`src/sv/websocket_frame_parser_defines.svh`:
```
// Assertion macros for the frame parser block.
// Included by the modules that check their own logic; needs clk and arst_n in scope.
`ifndef WEBSOCKET_FRAME_PARSER_DEFINES_SVH
`define WEBSOCKET_FRAME_PARSER_DEFINES_SVH

`ifndef SYNTH

// cond must never hold at a clock edge out of reset
`define WFP_ASSERT_NEVER(lbl, cond, msg) \
	lbl: assert property (@(posedge clk) disable iff (!arst_n) !(cond)) else $error(msg);

// ante at one edge implies cons at the next
`define WFP_ASSERT_NEXT(lbl, ante, cons, msg) \
	lbl: assert property (@(posedge clk) disable iff (!arst_n) (ante) |=> (cons)) \
		else $error(msg);

`else

`define WFP_ASSERT_NEVER(lbl, cond, msg)

`define WFP_ASSERT_NEXT(lbl, ante, cons, msg)

`endif

`endif

```
`src/sv/wfp_pkg.sv`:
```
// Shared types and constants of the frame parser block.
// No dependencies; used by every module of the block.
package wfp_pkg;

	localparam int WFP_QUEUE_DEPTH = 2;

	localparam logic [1:0] ST_HEADER  = 2'd0;
	localparam logic [1:0] ST_DONE    = 2'd1;
	localparam logic [1:0] ST_PAYLOAD = 2'd2;
	localparam logic [1:0] ST_DISCARD = 2'd3;

	localparam logic [6:0] LEN_EXT16 = 7'd126;
	localparam logic [6:0] LEN_EXT64 = 7'd127;

	localparam logic [3:0] OPC_RSVD_DATA_LO = 4'h3;
	localparam logic [3:0] OPC_RSVD_DATA_HI = 4'h8;
	localparam logic [3:0] OPC_LAST_CTRL    = 4'hB;

	typedef struct packed {
		logic [1:0]  status;
		logic [7:0]  data;
		logic [7:0]  key_byte;
		logic        fin;
		logic [3:0]  opcode;
		logic        masked;
		logic [63:0] length;
		logic        last;
	} wfp_entry_t;

	typedef struct packed {
		logic full;
		logic empty;
	} wfp_qstat_t;

endpackage

```
`src/sv/wfp_front.sv`:
```
// Header parser: tracks the frame phase one byte per transfer and classifies it.
// Depends on wfp_pkg and websocket_frame_parser_defines.svh.
`include "websocket_frame_parser_defines.svh"

module wfp_front (
	input  logic              clk,
	input  logic              arst_n,
	input  logic              accept,
	input  logic [7:0]        data_byte,
	input  logic              restart,
	output wfp_pkg::wfp_entry_t entry
);
	import wfp_pkg::*;

	localparam logic [2:0] PH_FIRST   = 3'd0;
	localparam logic [2:0] PH_SECOND  = 3'd1;
	localparam logic [2:0] PH_EXTLEN  = 3'd2;
	localparam logic [2:0] PH_KEY     = 3'd3;
	localparam logic [2:0] PH_PAYLOAD = 3'd4;
	localparam logic [2:0] PH_DISCARD = 3'd5;

	logic [2:0]  phase_q, phase_n;
	logic        fin_q, fin_n;
	logic [3:0]  opcode_q, opcode_n;
	logic        mask_q, mask_n;
	logic [63:0] length_q, length_n;
	logic [2:0]  hcount_q, hcount_n;
	logic [31:0] key_q, key_n;
	logic [63:0] remain_q, remain_n;
	logic [1:0]  kidx_q, kidx_n;

	logic [1:0]  status;
	logic        last;
	logic        len_known;
	logic        hdr_done;
	logic [7:0]  key_sel;
	logic [63:0] remain_dec;

	always_comb begin
		case (kidx_q)
			2'd0: key_sel = key_q[31:24];
			2'd1: key_sel = key_q[23:16];
			2'd2: key_sel = key_q[15:8];
			default: key_sel = key_q[7:0];
		endcase
	end

	assign remain_dec = remain_q - {63'd0, (remain_q != 64'd0)};

	always_comb begin
		phase_n   = phase_q;
		fin_n     = fin_q;
		opcode_n  = opcode_q;
		mask_n    = mask_q;
		length_n  = length_q;
		hcount_n  = hcount_q;
		key_n     = key_q;
		remain_n  = remain_q;
		kidx_n    = kidx_q;
		status    = ST_HEADER;
		last      = 1'b0;
		len_known = 1'b0;
		hdr_done  = 1'b0;
		if (restart || phase_q == PH_FIRST || phase_q > PH_DISCARD) begin
			fin_n    = data_byte[7];
			opcode_n = data_byte[3:0];
			mask_n   = 1'b0;
			length_n = '0;
			hcount_n = '0;
			key_n    = '0;
			remain_n = '0;
			kidx_n   = '0;
			if ((opcode_n > OPC_RSVD_DATA_LO && opcode_n < OPC_RSVD_DATA_HI) ||
					opcode_n > OPC_LAST_CTRL) begin
				phase_n = PH_DISCARD;
				status  = ST_DISCARD;
			end else begin
				phase_n = PH_SECOND;
			end
		end else begin
			case (phase_q)
				PH_SECOND: begin
					mask_n   = data_byte[7];
					hcount_n = '0;
					if (data_byte[6:0] == LEN_EXT16 || data_byte[6:0] == LEN_EXT64) begin
						length_n = '0;
						hcount_n = (data_byte[6:0] == LEN_EXT16) ? 3'd6 : 3'd0;
						phase_n  = PH_EXTLEN;
					end else begin
						length_n  = {57'd0, data_byte[6:0]};
						len_known = 1'b1;
					end
				end
				PH_EXTLEN: begin
					length_n = {length_q[55:0], data_byte};
					if (hcount_q == 3'd7) begin
						len_known = 1'b1;
					end else begin
						hcount_n = hcount_q + 3'd1;
					end
				end
				PH_KEY: begin
					key_n = {key_q[23:0], data_byte};
					if (hcount_q >= 3'd3) begin
						hcount_n = '0;
						hdr_done = 1'b1;
					end else begin
						hcount_n = hcount_q + 3'd1;
					end
				end
				PH_PAYLOAD: begin
					status   = ST_PAYLOAD;
					kidx_n   = kidx_q + 2'd1;
					remain_n = remain_dec;
					if (remain_dec == 64'd0) begin
						last    = 1'b1;
						phase_n = PH_FIRST;
					end
				end
				default: begin
					status = ST_DISCARD;
				end
			endcase
			if (len_known) begin
				hcount_n = '0;
				if (mask_n) begin
					phase_n = PH_KEY;
				end else begin
					hdr_done = 1'b1;
				end
			end
			if (hdr_done) begin
				remain_n = length_n;
				kidx_n   = '0;
				status   = ST_DONE;
				if (length_n == 64'd0) begin
					last    = 1'b1;
					phase_n = PH_FIRST;
				end else begin
					phase_n = PH_PAYLOAD;
				end
			end
		end
	end

	always_ff @(posedge clk or negedge arst_n) begin
		if (!arst_n) begin
			phase_q  <= PH_FIRST;
			fin_q    <= 1'b0;
			opcode_q <= '0;
			mask_q   <= 1'b0;
			length_q <= '0;
			hcount_q <= '0;
			key_q    <= '0;
			remain_q <= '0;
			kidx_q   <= '0;
		end else if (accept) begin
			phase_q  <= phase_n;
			fin_q    <= fin_n;
			opcode_q <= opcode_n;
			mask_q   <= mask_n;
			length_q <= length_n;
			hcount_q <= hcount_n;
			key_q    <= key_n;
			remain_q <= remain_n;
			kidx_q   <= kidx_n;
		end
	end

	always_comb begin
		entry.status   = status;
		entry.data     = data_byte;
		entry.key_byte = (status == ST_PAYLOAD) ? key_sel : 8'd0;
		entry.fin      = fin_n;
		entry.opcode   = opcode_n;
		entry.masked   = mask_n;
		entry.length   = length_n;
		entry.last     = last;
	end

	`WFP_ASSERT_NEXT(a_discard_hold, accept && !restart && phase_q == PH_DISCARD, phase_q == PH_DISCARD, "discarding frame left discard without restart")
	`WFP_ASSERT_NEVER(a_last_kind, accept && last && status != ST_DONE && status != ST_PAYLOAD, "last flagged on a byte that ends nothing")
	`WFP_ASSERT_NEVER(a_payload_len, phase_q == PH_PAYLOAD && remain_q == 64'd0, "payload phase with no bytes left")

endmodule

```
`src/sv/wfp_queue.sv`:
```
// Short queue of classified bytes between the parser and the output stage.
// Depends on wfp_pkg and websocket_frame_parser_defines.svh.
`include "websocket_frame_parser_defines.svh"

module wfp_queue #(
	parameter int DEPTH = wfp_pkg::WFP_QUEUE_DEPTH
) (
	input  logic                clk,
	input  logic                arst_n,
	input  logic                push,
	input  wfp_pkg::wfp_entry_t wr_entry,
	input  logic                pop,
	output wfp_pkg::wfp_entry_t rd_entry,
	output wfp_pkg::wfp_qstat_t qstat
);
	import wfp_pkg::*;

	localparam int PTR_W = (DEPTH > 1) ? $clog2(DEPTH) : 1;
	localparam int CNT_W = $clog2(DEPTH + 1);

	wfp_entry_t       slot_q [DEPTH];
	logic [PTR_W-1:0] wptr_q, rptr_q;
	logic [CNT_W-1:0] cnt_q;

	function automatic logic [PTR_W-1:0] ptr_inc(input logic [PTR_W-1:0] p);
		return (p == PTR_W'(DEPTH - 1)) ? '0 : p + PTR_W'(1);
	endfunction

	always_ff @(posedge clk) begin
		if (push) begin
			slot_q[wptr_q] <= wr_entry;
		end
	end

	always_ff @(posedge clk or negedge arst_n) begin
		if (!arst_n) begin
			wptr_q <= '0;
			rptr_q <= '0;
			cnt_q  <= '0;
		end else begin
			if (push) begin
				wptr_q <= ptr_inc(wptr_q);
			end
			if (pop) begin
				rptr_q <= ptr_inc(rptr_q);
			end
			if (push && !pop) begin
				cnt_q <= cnt_q + CNT_W'(1);
			end else if (pop && !push) begin
				cnt_q <= cnt_q - CNT_W'(1);
			end
		end
	end

	assign rd_entry    = slot_q[rptr_q];
	assign qstat.full  = (cnt_q == CNT_W'(DEPTH));
	assign qstat.empty = (cnt_q == '0);

	`WFP_ASSERT_NEVER(a_overflow, push && qstat.full, "push into full queue")
	`WFP_ASSERT_NEVER(a_underflow, pop && qstat.empty, "pop from empty queue")
	`WFP_ASSERT_NEVER(a_count, cnt_q > CNT_W'(DEPTH), "queue count past depth")

endmodule

```
`src/sv/wfp_back.sv`:
```
// Output stage: unmasks payload bytes and holds the result until it transfers.
// Depends on wfp_pkg and websocket_frame_parser_defines.svh.
`include "websocket_frame_parser_defines.svh"

module wfp_back (
	input  logic                clk,
	input  logic                arst_n,
	input  wfp_pkg::wfp_entry_t rd_entry,
	input  wfp_pkg::wfp_qstat_t qstat,
	output logic                pop,
	output logic                result_valid,
	input  logic                result_stall,
	output logic [1:0]          status,
	output logic [7:0]          payload_byte,
	output logic                fin,
	output logic [3:0]          opcode,
	output logic                masked,
	output logic [63:0]         payload_length,
	output logic                last
);
	import wfp_pkg::*;

	logic        valid_q;
	logic [1:0]  status_q;
	logic [7:0]  pbyte_q;
	logic        fin_q;
	logic [3:0]  opcode_q;
	logic        masked_q;
	logic [63:0] length_q;
	logic        last_q;

	assign pop = !qstat.empty && (!valid_q || !result_stall);

	always_ff @(posedge clk or negedge arst_n) begin
		if (!arst_n) begin
			valid_q <= 1'b0;
		end else if (pop) begin
			valid_q <= 1'b1;
		end else if (!result_stall) begin
			valid_q <= 1'b0;
		end
	end

	always_ff @(posedge clk) begin
		if (pop) begin
			status_q <= rd_entry.status;
			pbyte_q  <= (rd_entry.status == ST_PAYLOAD) ?
				(rd_entry.data ^ rd_entry.key_byte) : 8'd0;
			fin_q    <= rd_entry.fin;
			opcode_q <= rd_entry.opcode;
			masked_q <= rd_entry.masked;
			length_q <= rd_entry.length;
			last_q   <= rd_entry.last;
		end
	end

	assign result_valid   = valid_q;
	assign status         = status_q;
	assign payload_byte   = pbyte_q;
	assign fin            = fin_q;
	assign opcode         = opcode_q;
	assign masked         = masked_q;
	assign payload_length = length_q;
	assign last           = last_q;

	`WFP_ASSERT_NEVER(a_no_overwrite, pop && valid_q && result_stall, "held result overwritten")
	`WFP_ASSERT_NEVER(a_pbyte_zero, valid_q && status_q != ST_PAYLOAD && pbyte_q != 8'd0, "payload byte set outside payload")
	`WFP_ASSERT_NEXT(a_hold_valid, valid_q && result_stall, valid_q, "stalled result dropped")

endmodule

```
`src/sv/websocket_frame_parser.sv`:
```
// Frame header parser and payload unmasker. One frame byte is taken per transfer
// and exactly one result leaves per byte, in order. Throughput is one byte per clock
// while frame_stall is low; the parser updates its header state at each transfer. A
// result is written to a queue slot at its byte's transfer, then to the output register
// once that register is free. The parser keeps taking bytes while results wait, and
// stalls once QUEUE_DEPTH results are queued behind the one held at the output.
// Depends on wfp_pkg, wfp_front, wfp_queue and wfp_back.

module websocket_frame_parser #(
	parameter int QUEUE_DEPTH = wfp_pkg::WFP_QUEUE_DEPTH
) (
	input  logic        clk,
	input  logic        arst_n,
	input  logic        frame_valid,
	output logic        frame_stall,
	input  logic [7:0]  data_byte,
	input  logic        restart,
	output logic        result_valid,
	input  logic        result_stall,
	output logic [1:0]  status,
	output logic [7:0]  payload_byte,
	output logic        fin,
	output logic [3:0]  opcode,
	output logic        masked,
	output logic [63:0] payload_length,
	output logic        last
);
	import wfp_pkg::*;

	logic       accept;
	logic       pop;
	wfp_entry_t wr_entry;
	wfp_entry_t rd_entry;
	wfp_qstat_t qstat;

	assign frame_stall = qstat.full;
	assign accept      = frame_valid && !qstat.full;

	wfp_front u_front (
		.clk       (clk),
		.arst_n    (arst_n),
		.accept    (accept),
		.data_byte (data_byte),
		.restart   (restart),
		.entry     (wr_entry)
	);

	wfp_queue #(
		.DEPTH (QUEUE_DEPTH)
	) u_queue (
		.clk      (clk),
		.arst_n   (arst_n),
		.push     (accept),
		.wr_entry (wr_entry),
		.pop      (pop),
		.rd_entry (rd_entry),
		.qstat    (qstat)
	);

	wfp_back u_back (
		.clk            (clk),
		.arst_n         (arst_n),
		.rd_entry       (rd_entry),
		.qstat          (qstat),
		.pop            (pop),
		.result_valid   (result_valid),
		.result_stall   (result_stall),
		.status         (status),
		.payload_byte   (payload_byte),
		.fin            (fin),
		.opcode         (opcode),
		.masked         (masked),
		.payload_length (payload_length),
		.last           (last)
	);

endmodule
```
`config.mk`:
```
export PLATFORM = sky130hd
export DESIGN_NAME = websocket_frame_parser
export DESIGN_NICKNAME = d
export VERILOG_FILES = /design/src/sv/wfp_pkg.sv /design/src/sv/wfp_front.sv /design/src/sv/wfp_queue.sv /design/src/sv/wfp_back.sv /design/src/sv/websocket_frame_parser.sv
export VERILOG_INCLUDE_DIRS = /design/src /design/src/sv
export SDC_FILE = /design/constraint.sdc
export NUM_CORES = 1
export LEC_CHECK = 0
export BUFFER_PORTS_ARGS = -buffer_cell sky130_fd_sc_hd__buf_2
export CORE_ASPECT_RATIO = 1.1
export CORE_MARGIN = 10
export CORE_UTILIZATION = 44
export DETAILED_ROUTE_END_ITERATION = 12
export GPL_ROUTABILITY_DRIVEN = 0
export SYNTH_ARGS = -nofsm -noshare
export SYNTH_HDL_FRONTEND = slang
export SYNTH_HIERARCHICAL = 1
export SYNTH_SLANG_ARGS = --single-unit
```
`constraint.sdc`:
```
create_clock -name clk -period 5 [get_ports clk]
set_input_delay 0.5 -clock clk [delete_from_list [all_inputs] [get_ports clk]]
set_output_delay 0.5 -clock clk [all_outputs]
set_load 0.1 [all_outputs]
```
==> summary.md, run 1 <==
| Metric | Value |
|---|---|
| Post-synth EDFFs | approximately 260 |
| Die width | 225 um |
| Worst setup path endpoint | u_queue/slot_q[1][0]$_DFFE_PP_ |
| Post-route clock skew | about 26 ps |
| Ys async rst share | 40.9% |
| Max cap viols | 0 |
| Largest net degree at the start of global routing | 115 |
| R2r endpoint | u_queue/slot_q[1][0]$_DFFE_PP_ |
| Clock latency on the worst-skew pair | 570 ps |
| CP bufs+invs | 1 |
| DRC violations left | 0 |
| CTS buffer count | between 40 and 50 |
| H-tree lvl count | 2 |
| Cell repeated most along the worst path | or4_4 |
| Synth area leaders | edfxtp_1 38%, dfrtp_1 22%, mux2_2 8.6%, o21ai_0 3.4%, nor2_1 3.1% |
| Dpl cells | around 2400 |
| DR pass1 iterations | 6 |
| Synth warnings | 6 |
| Antenna Cells | 0 |
| Ports | 96 |
| Clock Sinks | around 440 |
| Longest Clk Path Bufs | 3 |
| Area share of the largest cell type after synthesis | 38.1% |
| Final Hold Vio Count | 0 |
| Crit path from | u_front/remain_q[30]$_DFFE_PN0P_ |
| Commonest non-fill, non-tap cell in the layout | edfxtp_1 |
| Critical-path maximum fanout | 10 |
| Hold slack | just under 200 ps |
| Die area | roughly 55000 um^2 |
| CTS clk-pin slew, worst paths | ~60 ps |
| Post-Synth XOR/XNOR Area | 1.80% |
| Total gr overflow | 0 |
| Number of global-route vias before repair | 14000 |
| Fin util | between 50% and 60% |
| Crit. End Element | flip-flop |
| Crit path launch type | flip-flop |
| Most frequent cells in the layout | 259 x edfxtp_1, 178 x dfrtp_1, 168 x nor2_1, 163 x nand2_1, 156 x mux2_2 |
| Core area | around 46000 um^2 |
| Hold WC Path Type | in -> reg |
| Setup TNS | 0 ps |
| Final Max Slew Viols | 0 |
| Nets | 1845 |
| First DRT Iteration DRCs | 1780 |
| Initial core utilization | between 40% and 50% |
| Top cell family by delay on the critical path | simple AND/OR/NAND/NOR gates |
| WP data arrival | ~5300 ps |
| CP cell instances | or4_4 > or4_4 > or4_4 > nor3_4 > nand3_2 > or3_1 > ha_2 > ha_1 > nor3b_2 > and3_4 > buf_6 > o21ai_2 > a32o_1 > o21ai_1 > nor4_1 > and4_4 > nand4_1 > a21oi_2 |
| Status | completed |
| Clock Tree Root | clkbuf_16 |
| CP max stage delay | ~540 ps |
| Final Non-Filler Cells | about 2400 |
| Estimated wirelength of the detail-placed design | approximately 37000 um |
| Port Buffers | 95 |
| First-pass GRT wire length | approximately 85000 um |
| Vias | ~15000 |
| R2R Setup Slk | between 70 and 80 ps |
| Syn nets | 1753 |
| Sequential area share after synthesis | around three fifths |
| Share of post-route cells with drive strength above 1 | 24.3% |
| Initial antenna violation count | 0 |
| DRT antenna net count | 0 |
| FF-to-FF Start | u_front/remain_q[30]$_DFFE_PN0P_ |
| Hold path depth | 3 |
| Mux share of post-synthesis cell area | under 10% |
| Req. time, crit path | 5410 ps |
| CP Class | reg -> reg |
| Slew headroom | approximately 14% |
| Simple-gate portion of the synthesized area | between 10% and 20% |
| Post-synthesis compound-gate area fraction | a little under an eighth |
| Min-delay src | result_stall |
| Vias/cell | roughly 6 |
| Synth cell types | 69 |
| R2R cell count | 18 |
| Mapped cell area | 20400 um^2 |
| Max stage delay cell, worst path | or4_4 |
| Post-route minimum period | around 4900 ps |
| Adder-cell share of the synthesized area | less than 1% |
| Synth area leader | edfxtp_1 |
| GRT Total Usage | 19.4% |
| Avg Inst Size Synth | about 12 um^2 |
| Fmax | between 200 and 250 MHz |
| Largest family of logic cells by synthesized area | simple AND/OR/NAND/NOR gates |
| Synth Register Bits | between 400 and 500 |
| Cells after synthesis | approximately 1700 |
| Final setup violation count | 0 |
| Wirelength per Cell | 22.5 um |
| Period utilisation layout | 98.5% |
| Rows | 82 |
| Main synth FF type | edfxtp_1 |
| Routed WL | ~55000 um |
| CTS tree | yes |
| Instance count on the critical path | 18 |
| Worst Tran Pin Value | approximately 1300 ps |
| Synth-to-layout area growth | 13.7% |
| Die height | ~250 um |
[through the flow]
stage	area (um^2)	worst slack, ps
after CTS	23100	9.69
after detailed placement	21600	-105
after global routing	23200	-32.1
after global placement	21600	-22.1
final	23200	75.0
after floorplan	20400	66.0
[area by class of cell]
cell class / count / area [um^2]
Clock buffer: 60 / 1260
Multi-Input combinational cell: 1154 / 7600
Sequential cell: 438 / 12300
Clock inverter: 24 / 208
Fill cell: 4011 / 22600
Inverter: 17 / 63.8
Timing Repair Buffer: 166 / 1060
Tap cell: 588 / 736
[synthesized netlist by cell type, drive strengths merged, types with 8 or more instances]
library cell  instances
edfxtp              259
dfrtp               179
nor2                170
nand2               164
mux2                156
o21ai               142
clkbuf               99
a21oi                60
a22oi                55
nor4                 44
nor3                 37
nand3                30
a22o                 26
xnor2                24
buf                  22
or4                  22
or3                  20
nand4                19
and2                 18
xor2                 18
inv                  17
a31oi                13
and3                 11
o22ai                11
ha                   10
a222oi                8
nand2b                8
[what timing repair did]
| action | in CTS | in global routing |
|---|---|---|
| pin swaps | 4 | 9 |
| endpoints found under the hold margin | 65 | 0 |
| gates resized for setup | 7 | 14 |
| hold buffers | 1 | 0 |
| setup endpoints to repair | 2 | 3 |
| buffers inserted | 0 | 2 |
[worst reg2reg max path: cells and delay by family (launching register included)]
family	cells	cell delay, ps
AO/OA/AOI/OAI	4	570
adder cells (fa/ha/maj)	2	380
buffers and inverters	1	150
flip-flops	1	380
AND/OR/NAND/NOR	11	3310
[how the worst min path moves through the flow]
stage | to | slack (ps)
floorplan | u_back/result_valid$_DFFE_PN0P_ | 200
CTS | u_back/result_valid$_DFFE_PN0P_ | 170
global route | u_back/result_valid$_DFFE_PN0P_ | 210
detailed placement | u_front/key_q[29]$_DFFE_PN0P_ | 480
global placement | u_front/key_q[24]$_DFFE_PN0P_ | 460
finish | u_back/result_valid$_DFFE_PN0P_ | 200
[cell families (layout without fill, tap and decap cells)]
kind of cell | after synthesis | after routing
mux | 157 | 157
simple gates | 581 | 581
compound gates | 364 | 364
flops | 438 | 438
xor+xnor | 42 | 42
buf+inv | 138 | 267
fa+ha+maj | 10 | 10
[registers in the layout (all words and copies together), names as in the netlist, 2 cells and up]
register / cells
u_queue/slot_q: 178
u_back/payload_length: 64
u_front/length_q: 64
u_front/remain_q: 64
u_front/key_q: 32
u_back/payload_byte: 8
u_back/opcode: 4
u_front/opcode_q: 4
u_front/hcount_q: 3
u_front/phase_q: 3
u_back/status: 2
u_front/kidx_q: 2
u_queue/cnt_q: 2
[layer usage]
layer,routed length (um),part of all wire (%),global-route usage [%],up-vias
li1,-,-,-,6647
met1,24000,44,27.2,7244
met2,24700,45,29.8,663
met3,4070,7.4,3.22,140
met4,2150,3.9,7.39,0
met5,0,0,0,-
Power of run 1 is left out: the tool's default activity adds up to more than one toggle a clock period on the data nets, which glitch-free logic cannot reach.
==> run 2, diff against run 1 <==
--- a/config.mk
+++ b/config.mk
@@ -12,6 +12,8 @@
 export CORE_UTILIZATION = 44
 export DETAILED_ROUTE_END_ITERATION = 12
 export GPL_ROUTABILITY_DRIVEN = 0
+export PLACE_DENSITY = 0.66
+export SETUP_SLACK_MARGIN = 0.05
 export SYNTH_ARGS = -nofsm -noshare
 export SYNTH_HDL_FRONTEND = slang
 export SYNTH_HIERARCHICAL = 1
==> run 2 against run 1 <==
Against the previous run: count of clock-buffer cells in the layout down 4; die area is the same; sequential cell count unchanged; global-route usage shrank 0.59 points; critical endpoint unchanged; largest cell class unchanged.
==> summary.md, run 2 (same netlist as run 1, synthesis figures left out) <==
| Metric | Value |
|---|---|
| DR WL met3 | 4260 um (+4.6%) |
| GRT Total Usage | 18.9% (-0.59 points) |
| Final Hold Vio Count | 0 (unchanged) |
| Initial core utilization | 44.6% (unchanged) |
| CTS clk-pin slew, worst paths | 60 ps (about the same) |
| Vias | 14900 (+1.4%) |
| Clock latency on the worst-skew pair | 550 ps (-20 ps) |
| Initial antenna violation count | 1 (+1) |
| Post-route minimum period | 4910 ps (-14.2 ps) |
| Slew headroom | 15.8% (+1.3 points) |
| M1 WL | 22900 um (-4.7%) |
| Top cell family by delay on the critical path | simple AND/OR/NAND/NOR gates |
| DRC violations left | 0 (unchanged) |
| Rows | 82 (unchanged) |
| R2R Setup Slk | 90 ps (about the same) |
| RSZ-0062 raised after global routing | yes |
| Fmax | 204 MHz (+0.29%) |
| Clock Tree Root | clkbuf_16 |
| Nets | 1851 (+0.33%) |
| Hold WC Path Type | in -> reg |
| Cell Area, Placed | 21600 um^2 (+0.10%) |
| Clock Sinks | 438 (unchanged) |
| Antenna Cells | 0 (unchanged) |
| Vias/cell | 6.08 (+1.3%) |
| Estimated wirelength of the detail-placed design | 36100 um (-2.9%) |
| CP Class | reg -> reg |
| H-tree lvl count | 2 (unchanged) |
| CTS buffer count | 43 (-4.4%) |
| Final Max Slew Viols | 0 (unchanged) |
| Most frequent cells in the layout | 259 x edfxtp_1, 178 x dfrtp_1, 167 x nor2_1, 164 x nand2_1, 156 x mux2_2 |
| Routed WL | 53800 um (-2.2%) |
| Port Buffers | 95 (unchanged) |
| Post-route cell area | 23300 um^2 (+0.60%) |
| Total gr overflow | 0 (unchanged) |
| Largest Register | u_queue/slot_q |
| Uppermost layer routed | met5 |
| Die area | 55400 um^2 (unchanged) |
| Crit. End Element | flip-flop |
| Req. time, crit path | 5390 ps (-20 ps) |
| WL met2 | 24700 um (unchanged) |
| First DRT Iteration DRCs | 1867 (+4.9%) |
| Commonest non-fill, non-tap cell in the layout | edfxtp_1 |
| Final setup violation count | 0 (unchanged) |
| Largest register FFs | 178 (unchanged) |
| Status | completed |
| CP bufs+invs | 1 (unchanged) |
| Number of global-route vias before repair | 14100 (+0.73%) |
| Share of post-route cells with drive strength above 1 | 24.7% (+0.46 points) |
| Period utilisation layout | 98.2% (-0.28 points) |
| Die height | 246 um (unchanged) |
| Longest Clk Path Bufs | 3 (unchanged) |
| Wirelength per Cell | 21.9 um (-2.3%) |
| Critical-path maximum fanout | 10 (unchanged) |
| CP max stage delay | 540 ps (about the same) |
| Die width | 225 um (unchanged) |
| Crit path launch type | flip-flop |
| Worst Tran Pin Value | 1260 ps (-19.1 ps) |
| Core area | 45800 um^2 (unchanged) |
| Post-route clock skew | 18.0 ps (-7.84 ps) |
| Max cap viols | 0 (unchanged) |
| Largest net degree at the start of global routing | 130 (+13%) |
| First-pass GRT wire length | 83100 um (-2.0%) |
| CP cell instances | or4_4 > or4_4 > or4_4 > nor3_4 > nand3_2 > or3_1 > ha_2 > buf_4 > nor4b_2 > and3_4 > nand3_1 > xor2_2 > nand2_1 > nor4_2 > and4_2 > nand4_1 > a21oi_2 |
| Max stage delay cell, worst path | or4_4 |
| Fin util | 51.0% (+0.30 points) |
| DRT antenna net count | 0 (unchanged) |
| Ports | 96 (unchanged) |
| Setup TNS | 0 ps (unchanged) |
| Synth-to-layout area growth | 14.3% |
| CTS tree | yes |
| DR pass1 iterations | 7 (+1) |
| Cell repeated most along the worst path | or4_4 |
| WP data arrival | 5310 ps (-30 ps) |
[run 2: tightest hold or removal path, cell delays in order]
cell     delay [ps]
buf_2           120
nand2_1          50
nand2_1          50
[run 2: metrics by stage]
| stage | setup slack, ps | hold WS [ps] | std cells |
|---|---|---|---|
| after floorplan | 66.0 | 204 | 1730 |
| after global placement | 57.2 | 463 | 2363 |
| after detailed placement | -4.88 | 475 | 2363 |
| after CTS | 72.9 | 172 | 2442 |
| after global routing | -50.1 | 202 | 2449 |
| final | 89.2 | 204 | 2449 |
[run 2: what timing repair did]
| action | 4_1_cts | 5_1_grt |
|---|---|---|
| endpoints found under the hold margin | 50 | 0 |
| hold buffers | 1 | 0 |
| gates resized for setup | 6 | 15 |
| endpoints found under the setup margin | 2 | 4 |
| pin swaps | 1 | 17 |
| buffers inserted | 0 | 7 |
[run 2: layer usage]
metal	up-vias	track usage (%)
met1	7377	25.9
li1	6651	-
met3	129	2.81
met4	2	7.41
met5	-	0
met2	740	29.5
[run 2: cell type report]
cell class | count | area [um^2]
fillers | 3917 | 22400
repair buffers | 174 | 1110
clock buffers | 56 | 1190
clock inverters | 22 | 339
inverters | 17 | 63.8
multi-input cells | 1154 | 7620
well taps | 588 | 736
flip-flops and latches | 438 | 12300
[run 2: worst paths after layout]
check / to / startpoint / cells after the start
max: u_queue/slot_q[1][0]$_DFFE_PP_ / u_front/remain_q[33]$_DFFE_PN0P_ / 17
min: u_back/result_valid$_DFFE_PN0P_ / result_stall / 3
max reg2reg: u_queue/slot_q[1][0]$_DFFE_PP_ / u_front/remain_q[33]$_DFFE_PN0P_ / 17
min reg2reg: u_front/key_q[31]$_DFFE_PN0P_ / u_front/key_q[31]$_DFFE_PN0P_ / 2
max in group asynchronous: u_queue/rptr_q$_DFFE_PN0P_ / arst_n / 3
min in group asynchronous: u_front/key_q[21]$_DFFE_PN0P_ / arst_n / 2
Power of run 2 is left out for the same reason.
==> run 3, diff against run 2 <==
--- a/config.mk
+++ b/config.mk
@@ -6,13 +6,14 @@
 export SDC_FILE = /design/constraint.sdc
 export NUM_CORES = 1
 export LEC_CHECK = 0
+export ABC_AREA = 0
 export BUFFER_PORTS_ARGS = -buffer_cell sky130_fd_sc_hd__buf_2
 export CORE_ASPECT_RATIO = 1.1
 export CORE_MARGIN = 10
 export CORE_UTILIZATION = 44
 export DETAILED_ROUTE_END_ITERATION = 12
 export GPL_ROUTABILITY_DRIVEN = 0
-export PLACE_DENSITY = 0.66
+export PLACE_DENSITY = 0.63
 export SETUP_SLACK_MARGIN = 0.05
 export SYNTH_ARGS = -nofsm -noshare
 export SYNTH_HDL_FRONTEND = slang
==> constraint.sdc (replaced) <==
create_clock -name clk -period 4.7 [get_ports clk]
set_input_delay 0.47 -clock clk [delete_from_list [all_inputs] [get_ports clk]]
set_output_delay 0.47 -clock clk [all_outputs]
set_load 0.1 [all_outputs]
==> run 3 against run 2 <==
Against the previous run: the flow now finishes with violations (negative hold slack, negative setup slack); fmax is 1.3% higher; first-iteration DRC count shrank 16%; critical path type unchanged; critical path depth rose by 8; setup slack lost 240 ps.
==> summary.md, run 3 (same netlist as run 1, synthesis figures left out) <==
| Metric | Value |
|---|---|
| Status | finished, violations left |
| Nets | 1903 (+2.8%) |
| First-pass GRT wire length | 85500 um (+2.9%) |
| Synth-to-layout area growth | 16.1% |
| Routed WL | 55100 um (+2.5%) |
| Crit path launch type | flip-flop |
| DR pass1 iterations | 6 (-1) |
| Antenna Cells | 0 (unchanged) |
| Number of global-route vias before repair | 14600 (+3.4%) |
| Vias | 15000 (+0.68%) |
| Die area | 55400 um^2 (unchanged) |
| Longest Clk Path Bufs | 3 (unchanged) |
| Fmax | 206 MHz (+1.3%) |
| Clock Sinks | 438 (unchanged) |
| CTS buffer count | 43 (unchanged) |
| Ports | 96 (unchanged) |
| Largest net degree at the start of global routing | 93 (-28%) |
| DRT antenna net count | 0 (unchanged) |
| RSZ-0062 raised after global routing | yes |
| Met1 Use GR | 26.3% (+0.41 points) |
| Die width | 225 um (unchanged) |
| Vias/cell | 5.99 (-1.5%) |
| CTS tree | yes |
| Share of post-route cells with drive strength above 1 | 26.5% (+1.8 points) |
| Req. time, crit path | 5130 ps (-260 ps) |
| Post-route minimum period | 4850 ps (-61.0 ps) |
| Final setup violation count | 4 (+4) |
| Largest Register | u_queue/slot_q |
| Period utilisation layout | 103% (+5.0 points) |
| Clock Tree Root | clkbuf_16 |
| Commonest non-fill, non-tap cell in the layout | edfxtp_1 |
| Met2 Resource Use GR | 30.0% (+0.47 points) |
| Hold slack | -38.7 ps (-243 ps) |
| Failing checks | negative hold slack, negative setup slack |
| CTS clk-pin slew, worst paths | 60 ps (about the same) |
| # fillers | 3925 (+0.20%) |
| Slew headroom | 27.5% (+12 points) |
| Port Buffers | 95 (unchanged) |
| Post-route clock skew | 12.0 ps (-6.00 ps) |
| Total gr overflow | 0 (unchanged) |
| Final Max Slew Viols | 0 (unchanged) |
| First DRT Iteration DRCs | 1562 (-16%) |
| Final Hold Vio Count | 9 (+9) |
| Estimated wirelength of the detail-placed design | 37400 um (+3.5%) |
| Wirelength per Cell | 22.0 um (+0.27%) |
| Core area | 45800 um^2 (unchanged) |
| CP Class | reg -> reg |
| Clock latency on the worst-skew pair | 550 ps (about the same) |
| WP data arrival | 5280 ps (-30 ps) |
| Grt peak-use layer | met2 |
| Worst Tran Pin Value | 1080 ps (-174 ps) |
| Die height | 246 um (unchanged) |
| Initial core utilization | 44.6% (unchanged) |
| Crit. End Element | flip-flop |
| Most frequent cells in the layout | 259 x edfxtp_1, 178 x dfrtp_1, 169 x nor2_1, 164 x nand2_1, 156 x mux2_2 |
| Rows | 82 (unchanged) |
| Hold WC Path Type | in -> async |
| H-tree lvl count | 2 (unchanged) |
| Routing usage on met3 | 3.03% (+0.21 points) |
| Initial antenna violation count | 0 (-1) |
| Worst setup slack after layout | -150 ps (-239 ps) |
| Critical-path maximum fanout | 2 (-8) |
| GRT Total Usage | 19.4% (+0.55 points) |
| Max cap viols | 0 (unchanged) |
| Largest register FFs | 178 (unchanged) |
| Cts hold-fix bufs | 0 (-1) |
| DRC violations left | 0 (unchanged) |
run 3: cell types whose count changed in the layout (fill, tap and decap cells not counted), sizes merged:
cell	delta
dlygate4sd3	-1
clkinvlp	+1
clkbuf	+7
clkinv	-2
inv	-1
bufinv	-3
buf	+53
run 3: path summary, 6_finish.rpt:
kind / from / endpoint / slack, ps / cells past startpoint
worst max register to register: u_front/remain_q[33]$_DFFE_PN0P_ / u_front/remain_q[60]$_DFFE_PN0P_ / -150 / 25
worst max-delay path: u_front/remain_q[33]$_DFFE_PN0P_ / u_front/remain_q[60]$_DFFE_PN0P_ / -150 / 25
worst min register to register: u_front/key_q[30]$_DFFE_PN0P_ / u_front/key_q[30]$_DFFE_PN0P_ / 490 / 2
worst min-delay path: arst_n / u_front/key_q[4]$_DFFE_PN0P_ / -40 / 1
min in group clk: result_stall / u_back/result_valid$_DFFE_PN0P_ / 180 / 3
max in group asynchronous: arst_n / u_front/length_q[50]$_DFFE_PN0P_ / 3610 / 2
run 3: final cells by class:
class	instances	area (um^2)	share of cell area (%)
flip-flops and latches	438	12300	51.7
multi-input cells	1154	7660	32.3
repair buffers	226	1520	6.43
clock buffers	63	1220	5.16
well taps	588	736	3.10
clock inverters	17	235	0.993
inverters	17	63.8	0.269
run 3: layer usage:
metal | up-vias | part of all wire, %
li1 | 6763 | -
met5 | - | 0
met1 | 7443 | 43
met3 | 151 | 7.0
met2 | 644 | 45
met4 | 0 | 4.6
run 3: worst max-delay path, stage by stage (launching register included):
cell     delay, ps
dfrtp_1        380
or4_4          540
or4_4          430
or4_4          480
nor3_4         210
nand3_2        110
buf_4          180
buf_4          120
buf_4          120
buf_4          120
buf_4          120
buf_4          120
buf_4          120
buf_4          120
buf_4          120
buf_4          120
buf_4          120
buf_4          120
buf_4          120
buf_4          120
buf_4          120
buf_4          120
buf_4          130
o21ai_0        180
nand2_1         80
a22o_1         200
run 3: through the flow:
stage | util (%) | worst slack [ps] | TNS, ps | cell area (um^2) | cells
2_1_floorplan | - | 17.4 | 0 | 20500 | 1730
3_3_place_gp | 48.0 | -189 | -470 | 22000 | 2402
3_5_place_dp | 48.0 | -251 | -688 | 22000 | 2402
4_1_cts | 51.7 | 5.00 | 0 | 23600 | 2499
5_1_grt | 51.8 | -260 | -919 | 23700 | 2503
6_report | 51.8 | -150 | -391 | 23700 | 2503
run 3: repair_timing:
action                     CTS  global route
setup endpoints to repair    5             6
pin swaps                    9             3
hold endpoints to repair     0             0
resized for setup           20             3
buffers inserted            17             4
Power of run 3 is left out for the same reason.
